[config.mk]
export PLATFORM = sky130hd
export DESIGN_NAME = tpc_ctrl
export DESIGN_NICKNAME = d
export VERILOG_FILES = /design/src/hdl/tpc_pkg.sv /design/src/hdl/tpc_ctrl.sv
export SDC_FILE = /design/constraint.sdc
export NUM_CORES = 1
export LEC_CHECK = 0
export ABC_CLOCK_PERIOD_IN_PS = 920
export BUFFER_PORTS_ARGS = -buffer_cell sky130_fd_sc_hd__buf_2
export CAP_MARGIN = 20
export CORE_AREA = 2 2 39 41
export DETAILED_ROUTE_END_ITERATION = 7
export DIE_AREA = 0 0 41 43
export HOLD_SLACK_MARGIN = 0.12
export SYNTH_ARGS = -nofsm -noshare
export SYNTH_HDL_FRONTEND = slang
export SYNTH_SLANG_ARGS = --single-unit
[constraint.sdc]
create_clock -name clk -period 0.92 [get_ports clk]
set_input_delay 0.138 -clock clk [delete_from_list [all_inputs] [get_ports clk]]
set_output_delay 0.138 -clock clk [all_outputs]
set_load 0.005 [all_outputs]
[src/hdl/tpc_pkg.sv]
// Shared types and constants for the trie prefix counter.
package tpc_pkg;

	localparam int DEF_NODE_COUNT = 256;
	localparam int DEF_COUNT_BITS = 16;
	localparam int CH_W = 8;
	localparam int PREFIX_W = 16;

	localparam logic CMD_INSERT = 1'b0;
	localparam logic CMD_QUERY = 1'b1;

	localparam logic STATUS_OK = 1'b0;
	localparam logic STATUS_FULL = 1'b1;

	typedef enum logic [2:0] {
		ST_CLEAR,
		ST_IDLE,
		ST_EVAL,
		ST_CNT_WR,
		ST_DONE
	} tpc_state_t;

	typedef struct packed {
		logic clear;
		logic accept;
		logic eval;
		logic cnt_wr;
		logic finish;
	} tpc_cmd_t;

	typedef struct packed {
		logic clear_done;
		logic need_cnt_wr;
	} tpc_sts_t;

endpackage

[src/hdl/tpc_ctrl.sv]
// Controller state machine that sequences the clearing pass and each item.
module tpc_ctrl (
	input  logic              clk,
	input  logic              arst_n,
	input  logic              start,
	input  tpc_pkg::tpc_sts_t sts,
	output tpc_pkg::tpc_cmd_t cmd,
	output logic              busy
);
	import tpc_pkg::*;

	tpc_state_t state_q;
	tpc_state_t state_d;

	always_ff @(posedge clk or negedge arst_n) begin
		if (!arst_n) begin
			state_q <= ST_CLEAR;
		end else begin
			state_q <= state_d;
		end
	end

	always_comb begin
		state_d = state_q;
		cmd = '0;
		busy = 1'b1;
		case (state_q)
			ST_CLEAR: begin
				cmd.clear = 1'b1;
				if (sts.clear_done) begin
					state_d = ST_IDLE;
				end
			end
			ST_IDLE: begin
				busy = 1'b0;
				if (start) begin
					cmd.accept = 1'b1;
					state_d = ST_EVAL;
				end
			end
			ST_EVAL: begin
				cmd.eval = 1'b1;
				state_d = sts.need_cnt_wr ? ST_CNT_WR : ST_DONE;
			end
			ST_CNT_WR: begin
				cmd.cnt_wr = 1'b1;
				state_d = ST_DONE;
			end
			ST_DONE: begin
				cmd.finish = 1'b1;
				state_d = ST_IDLE;
			end
			default: begin
				state_d = ST_CLEAR;
			end
		endcase
	end

endmodule

# Word level (Yosys, flattened, before mapping)

Index checks and enable logic that the tools add are counted.

Register bits: 3
Input bits: 5
Output and inout port bits: 6

Eq/ne operators: 6
Muxes and demuxes: 11
Reductions and logical operators: 2

Operator list:

| operator                                                              | number |
|---|---|
| 3-bit one-hot mux with 5 select lines                                 | 1 |
| 3-bit 2-to-1 mux                                                      | 3 |
| 1-bit 2-to-1 mux                                                      | 7 |
| 3-bit by 2-bit equality test with 1-bit output, second input constant | 2 |
| 2-bit inequality test, second input constant                          | 2 |
| 3-bit by 1-bit equality test with 1-bit output, second input constant | 1 |
| 3-bit equality test, second input constant                            | 1 |
| 3-bit zero test                                                       | 1 |
| 2-bit AND reduction                                                   | 1 |

# Depth between registers and ports, before layout

Gate-level depths: netlist of run 1.

Word-level depth: 3
Depth in mapped cells: 3
Mapped depth without buffers: 3

# Worst setup path before layout of run 1

No wires, ideal clock.

Path kind: register to output
Start point: register state_q[0]
End point: output port cmd[3] in the netlist's numbering
Data arrival time: 0.948 ns
Path slack: -0.166 ns
Cell stages (with the launch flop): 4
Cell sequence: dfrtp_1 -> inv_2 -> or3_1 -> nor2_1

RTL lines:

| item                     | line           | RTL |
|---|---|---|
| start: declaration       | tpc_ctrl.sv:12 | `tpc_state_t state_q;` |
| start signal: assignment | tpc_ctrl.sv:19 | `state_q <= state_d;` |
| end: declaration         | tpc_ctrl.sv:7  | `output tpc_pkg::tpc_cmd_t cmd,` |

==> impl_metrics.tcl, run 1 <==
set metrics [dict create \
    status "complete, but fails checks" \
    violations "setup timing" \
    grt_max_degree 8 \
    period_share_pct 142 \
    drc 0 \
    drive_gt1_share_pct 72.7 \
    fin_worst_skew_ps 1.41 \
    finalMaxSlewViolations 0 \
    synth_top_family_by_area "simple AND/OR/NAND/NOR gates" \
    clockBufferDepth 2 \
    die_area_um2 1760 \
    track_usage_pct 7.35 \
    netlist_instances 19 \
    rrSetupSlack_ps -220 \
    fp.coreArea_um2 1380 \
    wl_met2_um 291 \
    area_growth_pct 150 \
    r2r_cells 5 \
    required_ps 780 \
    first_pass_iters 1 \
    hold_violations 0 \
    rows 14 \
    worst_pin_slew_ps 176 \
    wl_met3_um 16 \
    m1WireLength_um 222 \
    synth-seq-cells 3 \
    worstPathArrival_ps 1170 \
    ant_nets 0 \
    synth_adder_area_share_pct 0 \
    grt-ovfl-total 0 \
    fin_crit_ps 1310 \
    vias 235 \
    worstReg2RegEnd "state_q[1]" \
    p_per_area_nw_per_um2 3490 \
    worst_slack_ps -386 \
    worst-setup-path-type "reg -> out" \
    syn_avg_cell_area_um2 8.82 \
    largest_register "state_q" \
    io_buffers 10 \
    cts_buffers 3 \
    syn_nets 24 \
    top_regs "state_q x3" \
    grt_antenna_before_repair 0 \
    cp-endpoint "cmd[3]" \
    largest_reg_flops 3 \
    synth-compound-area-share_pct 16.4 \
    startpoint "state_q[0]" \
    grt_pass1_vias 237 \
    finalSetupViolCount 8 \
    synth_xor_area_share_pct 0 \
    n_antenna_cell 0 \
    yosysTopAreaCell "dfrtp_1" \
    pin_count 11 \
    hold_path_class "in -> reg" \
    dpl_cell_area_um2 275 \
    yosysWarningCount 0 \
    clock_latency_ps 220 \
    ir_drop_v 0.000907 \
    power.total_mw 1.46 \
    synthSimpleGateAreaFrac_pct 34.3 \
    cts_sinks 3 \
    critPathMaxFanout 2 \
    slew_headroom_pct 88.3 \
    drt-initial-drc-count 0 \
    routed.top_layer "met3" \
    mostFrequentLayoutCell "buf_2" \
    leakage_nw 0.204 \
    gp_congestion 0.638 \
    critPathCaptureType "primary output" \
    drv_cap 0 \
    fmax_ghz 0.765 \
    yosysTopAreaCellShare_pct 44.8 \
    clkTransAtPathRegs_ps 40 \
    grt_first_pass_wirelength_um 876 \
    start_util_pct 12.1 \
    final_cell_mix "buf_2, buf_4, buf_6" \
    die_y_um 43 \
    vias_per_cell 3.92 \
    clock_tree.root_cell "clkbuf_4" \
    final_nets 50 \
    cts_tree "done" \
    detail_route.wirelength_um 531 \
    cp-start-kind "flip-flop" \
    synth.distinct_cells 12 \
    htree_levels 1 \
    die_w_um 41 \
    routedWlPerCell_um 8.85 \
    ys_seq_area_share_pct 44.8 \
    timing.rr.start "state_q[0]" \
    synth_area_um2 168 \
    ys_top_cells_by_area "dfrtp_1, nor3b_1, or3_1" \
    final.setup.tns_ps -2270 \
    synth.mux.area_fraction_pct 0 \
    rsz0062_at_grt "yes" \
    finish.instance_area_um2 419 \
]
## layout make-up
type	count	area, um2
fillers	161	965
repair buffers	21	153
multi-input cells	14	138
flip-flops and latches	3	75.1
clock buffers	4	26.3
well taps	16	20.0
inverters	2	7.51
## per-layer routing
layer | GRT usage [%] | vias to the layer above
li1 | - | 119
met1 | 8.12 | 110
met2 | 11.3 | 6
met3 | 1.57 | 0
met4 | 6.00 | 0
met5 | 0 | -
## where the power goes
group | internal (mW) | switching (mW) | leakage, nW | total, mW
clock | 0.162 | 0.0582 | 0.0150 | 0.220
sequential | 0.195 | 0.0546 | 0.0388 | 0.250
combinational | 0.603 | 0.390 | 0.150 | 0.993
total | 0.960 | 0.503 | 0.204 | 1.46
## worst max-delay path, stage by stage (launching register included)
cell	delay, ps
dfrtp_1	350
inv_2	40
or3_4	380
nor2_2	70
buf_2	100
## kinds of logic after synthesis
logic type / count (synthesis)
AND/OR/NAND/NOR: 10
AO/OA/AOI/OAI: 4
buffers and inverters: 2
flip-flops: 3
## through the flow
step	cells	setup slack, ps	util (%)	hold slack, ps
3_3_place_gp	49	-165	19.9	-64.9
3_5_place_dp	49	-165	19.9	-66.6
6_report	60	-386	30.3	219
2_1_floorplan	19	-162	-	-158
4_1_cts	57	-400	27.3	206
5_1_grt	60	-463	30.3	235
## timing repair
| action | 4_1_cts | 5_1_grt |
|---|---|---|
| buffers inserted | 2 | 5 |
| hold buffers | 2 | 0 |
| pin swaps | 4 | 4 |
| resized for setup | 9 | 4 |
| setup endpoints to repair | 8 | 9 |
| endpoints found under the hold margin | 4 | 0 |
## how the worst min path moves through the flow
stage	startpoint	endpoint	depth (start not counted)	slack, ps
6_report	sts[0]	state_q[1]	3	220
5_1_grt	sts[0]	state_q[1]	3	240
4_1_cts	sts[1]	state_q[0]	3	210
3_5_place_dp	arst_n	state_q[1]	1	-70
3_3_place_gp	arst_n	state_q[1]	1	-60
2_1_floorplan	arst_n	state_q[0]	0	-160
## synthesized netlist by cell type
master / count
dfrtp_1: 3
nor2_1: 3
a21oi_1: 2
nor3b_1: 2
or3_1: 2
inv_1: 1
inv_2: 1
nand2b_1: 1
nand3b_1: 1
nor3_1: 1
o31a_1: 1
o32ai_1: 1
Power figures use the tool's default switching activity.
==> run 2: changes to the inputs <==
Settings changed: ABC_AREA set to 1.
==> run 2 against run 1 <==
The run still ends with setup timing left. Combinational power shrank 21%. Highest routed layer unchanged. Final area shrank 9.3%. Largest power group unchanged. Via count grew 2.1%. Worst hold slack better by 8.3 ps. Global-route usage fell by 0.30 points.
==> impl_metrics.tcl, run 2 <==
set metrics [dict create \
    drv_cap 0 \
    worstReg2RegEnd "state_q[0]" \
    final.setup.tns_ps -1870 \
    cts_tree "done" \
    ys_top_cells_by_area "dfrtp_1, nor2_1, nand2_1" \
    timing.rr.start "state_q[0]" \
    pin_count 11 \
    leakage_nw 0.216 \
    area_growth_pct 113 \
    synth.distinct_cells 11 \
    track_usage_pct 7.06 \
    synthFlopType "dfrtp_1" \
    finish.instance_area_um2 380 \
    hpwlAfterDp_um 372 \
    synth-seq-cells 3 \
    status "complete, but fails checks" \
    clkTransAtPathRegs_ps 40 \
    drc 0 \
    fin_crit_ps 1220 \
    netlist_instances 27 \
    yosysWarningCount 0 \
    worstPathArrival_ps 1080 \
    power.total_mw 1.27 \
    grt_pass1_vias 231 \
    drt-initial-drc-count 0 \
    first_pass_iters 1 \
    top_regs "state_q x3" \
    clock_tree.root_cell "clkbuf_4" \
    hold_violations 0 \
    gp_congestion 0.766 \
    final_cell_mix "buf_2, buf_4, nand2_1" \
    mostFrequentLayoutCell "buf_2" \
    cts_sinks 3 \
    rows 14 \
    syn_avg_cell_area_um2 6.63 \
    violations "setup timing" \
    fp.coreArea_um2 1380 \
    ant_nets 0 \
    fin_worst_skew_ps 3.59 \
    die_y_um 43 \
    htree_levels 1 \
    p_per_area_nw_per_um2 3330 \
    critPathCaptureType "primary output" \
    path_cells "nor3_2, inv_1, nor2_1, buf_2" \
    synth_commonest_cells "nor2_1, nand2_1, inv_1" \
    critPathMaxFanout 4 \
    hold_path_class "in -> async" \
    cts_buffers 3 \
    die_area_um2 1760 \
    rsz0062_at_grt "yes" \
    worst_slack_ps -299 \
    synth_area_um2 179 \
    yosysTopAreaCell "dfrtp_1" \
    vias_per_cell 3.53 \
    synth-async-reset-ratio_pct 100 \
    largest_register "state_q" \
    drive_gt1_share_pct 57.7 \
    final_nets 58 \
    ir_drop_v 0.000893 \
    n_antenna_cell 0 \
    routedWlPerCell_um 7.99 \
    die_w_um 41 \
    cpPeakStageDelay_ps 420 \
    cp_slowest_cell "dfrtp_1" \
    r2r_cells 8 \
    dpl_cell_area_um2 272 \
    period_share_pct 132 \
    grt_max_degree 5 \
    clockBufferDepth 2 \
    yosysMostFrequentCell "nor2_1" \
    rrSetupSlack_ps -230 \
    start_util_pct 12.9 \
    worst-setup-path-type "reg -> out" \
    slew_headroom_pct 88.4 \
    io_buffers 10 \
    grt_antenna_before_repair 0 \
    yosysTopAreaCellShare_pct 42.0 \
    vias 240 \
    worst_pin_slew_ps 174 \
    detail_route.wirelength_um 543 \
    ys_seq_area_share_pct 42.0 \
    cp-start-kind "flip-flop" \
    required_ps 780 \
    syn_nets 32 \
    largest_reg_flops 3 \
    grt_first_pass_wirelength_um 765 \
    synth_edf_count 0 \
    grt-ovfl-total 0 \
    fmax_ghz 0.820 \
    finalSetupViolCount 8 \
    clock_latency_ps 230 \
    finalMaxSlewViolations 0 \
]
## run 2: kinds of logic (layout without fill, tap and decap cells)
group | count (synthesis) | in the layout | synth area share, %
flip-flops | 3 | 3 | 42.0
AND/OR/NAND/NOR | 16 | 16 | 39.9
AO/OA/AOI/OAI | 2 | 2 | 5.59
buffers and inverters | 6 | 31 | 12.6
## run 2: critical path, delay by kind of cell (launching register included)
family	cells	cell delay [ps]
buffers and inverters	2	190
DFF	1	420
and+or+nand+nor	2	240
## run 2: repair_timing
| action | CTS | global route |
|---|---|---|
| endpoints found under the hold margin | 4 | 0 |
| cloned | 0 | 0 |
| setup buffers | 6 | 0 |
| setup endpoints to repair | 8 | 9 |
| pin swaps | 3 | 1 |
| hold buffers | 2 | 0 |
| resized for setup | 2 | 4 |
## run 2: cell type report
| class | instances | area, um2 |
|---|---|---|
| fillers | 166 | 1000 |
| repair buffers | 21 | 145 |
| multi-input cells | 18 | 91.3 |
| flip-flops and latches | 3 | 75.1 |
| clock buffers | 4 | 26.3 |
| inverters | 6 | 22.5 |
| well taps | 16 | 20.0 |
## run 2: how the worst max path moves through the flow
stage / cells past startpoint / slack [ps] / to / from
6_report: 4 / -300 / cmd[3] / state_q[1]
5_1_grt: 4 / -360 / cmd[3] / state_q[1]
4_1_cts: 5 / -330 / cmd[3] / state_q[0]
3_5_place_dp: 4 / -70 / cmd[3] / state_q[1]
3_3_place_gp: 4 / -70 / cmd[3] / state_q[2]
2_1_floorplan: 6 / 20 / state_q[0] / state_q[0]
## run 2: per-stage QoR
step / cells / hold slack [ps] / setup slack [ps] / utilization, %
final: 68 / 228 / -299 / 27.5
after global routing: 68 / 256 / -358 / 27.5
after CTS: 68 / 225 / -325 / 26.9
after detailed placement: 56 / -63.1 / -66.2 / 19.6
after global placement: 56 / -65.9 / -68.7 / 19.6
after floorplan: 27 / -158 / 18.0 / -
## run 2: report_power, final
part / switching [mW] / leakage (nW) / total [mW] / internal (mW)
clock network: 0.0700 / 0.0150 / 0.233 / 0.163
registers: 0.0629 / 0.0384 / 0.251 / 0.188
logic: 0.337 / 0.163 / 0.783 / 0.446
total: 0.470 / 0.216 / 1.27 / 0.797
## run 2: layer usage
metal  routed length (um)  part of all wire, %  GRT usage (%)  up-vias
met5                    0                    0              0        -
met4                    0                    0           8.00        0
met3                   46                  8.5           3.14        0
met2                  295                   54           10.3        7
met1                  201                   37           6.19      103
li1                     -                    -              -      130
==> run 3: changes to the inputs <==
Settings changed: ABC_CLOCK_PERIOD_IN_PS 920 to 1300.
Clock period 0.92 ns to 1.3 ns, I/O delays scaled along.
==> run 3 against run 2 <==
The flow now finishes without violations. Register-to-register slack improved by 490 ps. Worst setup slack improved by 320 ps. Sequential power is 31% lower. First-iteration DRC count up 1. Critical path type unchanged. Critical endpoint unchanged. Largest power group unchanged.
==> impl_metrics.tcl, run 3 (synthesis gave the netlist of run 2 again) <==
set metrics [dict create \
    clock_tree.root_cell "clkbuf_4" \
    rsz0062_at_grt "yes" \
    final.setup.tns_ps 0 \
    drt-initial-drc-count 1 \
    track_usage_pct 7.75 \
    worstPathArrival_ps 1080 \
    worst_pin_slew_ps 157 \
    power.internal_mw 0.417 \
    fin_crit_ps 1280 \
    fin_worst_skew_ps 0.854 \
    cts_sinks 3 \
    clock_latency_ps 230 \
    final_nets 50 \
    io_buffers 10 \
    largest_register "state_q" \
    slew_headroom_pct 89.5 \
    seqPwrFrac_pct 24.9 \
    gp_congestion 0.752 \
    drc 0 \
    pin_count 11 \
    routedWlPerCell_um 7.53 \
    grt_first_pass_wirelength_um 786 \
    switching_share_pct 39.8 \
    hold_violations 0 \
    wl_met2_um 220 \
    wl_met3_um 44 \
    period_share_pct 98.2 \
    drive_gt1_share_pct 45.5 \
    grt-ovfl-total 0 \
    nFillCells 166 \
    ir_drop_v 0.000479 \
    hold_path_class "in -> reg" \
    worst_slack_ps 23.5 \
    fp.coreArea_um2 1380 \
    cts_buffers 3 \
    combPwrFrac_pct 52.1 \
    pre_cts_ws_ps 255 \
    largest_reg_flops 3 \
    power.switching_mw 0.275 \
    power.total_mw 0.692 \
    timing.rr.start "state_q[0]" \
    htree_levels 1 \
    cp-endpoint "cmd[3]" \
    die_y_um 43 \
    ant_nets 0 \
    vias 217 \
    worst-setup-path-type "reg -> out" \
    routed.top_layer "met4" \
    die_area_um2 1760 \
    clkTransAtPathRegs_ps 30 \
    hpwlAfterDp_um 372 \
    drv_cap 0 \
    area_growth_pct 70.6 \
    status "completed" \
    final_cell_mix "buf_2, nor2_1, nand2_1" \
    n_antenna_cell 0 \
    clockBufferDepth 2 \
    fmax_ghz 0.783 \
    rows 14 \
    critPathCaptureType "primary output" \
    startpoint "state_q[2]" \
    grt_max_degree 5 \
    cts_tree "done" \
    m1WireLength_um 162 \
    p_clk_share_pct 23.0 \
    start_util_pct 12.9 \
    finalSetupViolCount 0 \
    critPathMaxFanout 3 \
    required_ps 1110 \
    top_regs "state_q x3" \
    first_pass_iters 2 \
    vias_per_cell 3.62 \
    finalMaxSlewViolations 0 \
    r2r_cells 8 \
    detail_route.wirelength_um 452 \
    cp-start-kind "flip-flop" \
    worstReg2RegEnd "state_q[0]" \
    die_w_um 41 \
    grt_antenna_before_repair 0 \
    utilization_pct 22.1 \
    leakage_nw 0.178 \
    mostFrequentLayoutCell "buf_2" \
    p_per_area_nw_per_um2 2270 \
    grt_pass1_vias 212 \
    rrSetupSlack_ps 260 \
]
run 3: cell types whose count changed in the layout (fill, tap and decap cells not counted), sizes merged:
| cell | previous run | this run |
|---|---|---|
| dlygate4sd3 | 2 | 1 |
| buf | 19 | 12 |
run 3: metal layers:
metal	vias to the layer above	global-route usage (%)
li1	114	-
met1	90	6.47
met5	-	0
met4	0	10.0
met2	9	10.3
met3	4	4.71
run 3: area by class of cell:
type / count / area (um2) / area share [%]
clock buffer: 4 / 26.3 / 8.61
inverter: 6 / 22.5 / 7.38
multi-input combinational: 18 / 86.3 / 28.3
sequential: 3 / 75.1 / 24.6
tap: 16 / 20.0 / 6.56
timing repair buffer: 13 / 75.1 / 24.6
run 3: repair_timing:
action                                  in CTS  in global routing
endpoints found under the setup margin       1                  3
hold buffers                                 1                  0
gates resized for setup                      1                  0
endpoints found under the hold margin        3                  0
pin swaps                                    1                  1
setup buffers                                2                  0
run 3: power by group through the flow:
| stage | clock, mW | sequential [mW] | combinational [mW] |
|---|---|---|---|
| 2_1_floorplan | 0 | 0.167 | 0.202 |
| 3_3_place_gp | 0 | 0.172 | 0.306 |
| 3_5_place_dp | 0 | 0.173 | 0.307 |
| 4_1_cts | 0.164 | 0.173 | 0.368 |
| 5_1_grt | 0.177 | 0.177 | 0.412 |
| 6_report | 0.159 | 0.172 | 0.361 |
run 3: worst min path at each step:
stage / start / endpoint / slack, ps / cells after the start
6_report: sts[0] / state_q[2] / 150 / 2
5_1_grt: sts[0] / state_q[2] / 160 / 2
4_1_cts: sts[0] / state_q[2] / 150 / 2
3_5_place_dp: arst_n / state_q[2] / -2 / 1
3_3_place_gp: arst_n / state_q[2] / -7 / 1
2_1_floorplan: arst_n / state_q[0] / -100 / 0
run 3: worst max-delay path, stage by stage (launching register included):
cell and delay (ps):
dfrtp_1 400, nor3_2 170, inv_1 90, nor2_1 80
buf_2 110
run 3: stage by stage:
| stage | hold slack (ps) | cells | instance area, um2 |
|---|---|---|---|
| after floorplan | -101 | 27 | 179 |
| after global placement | -6.98 | 53 | 249 |
| after detailed placement | -1.84 | 53 | 249 |
| after CTS | 152 | 60 | 305 |
| after global routing | 159 | 60 | 305 |
| final | 154 | 60 | 305 |
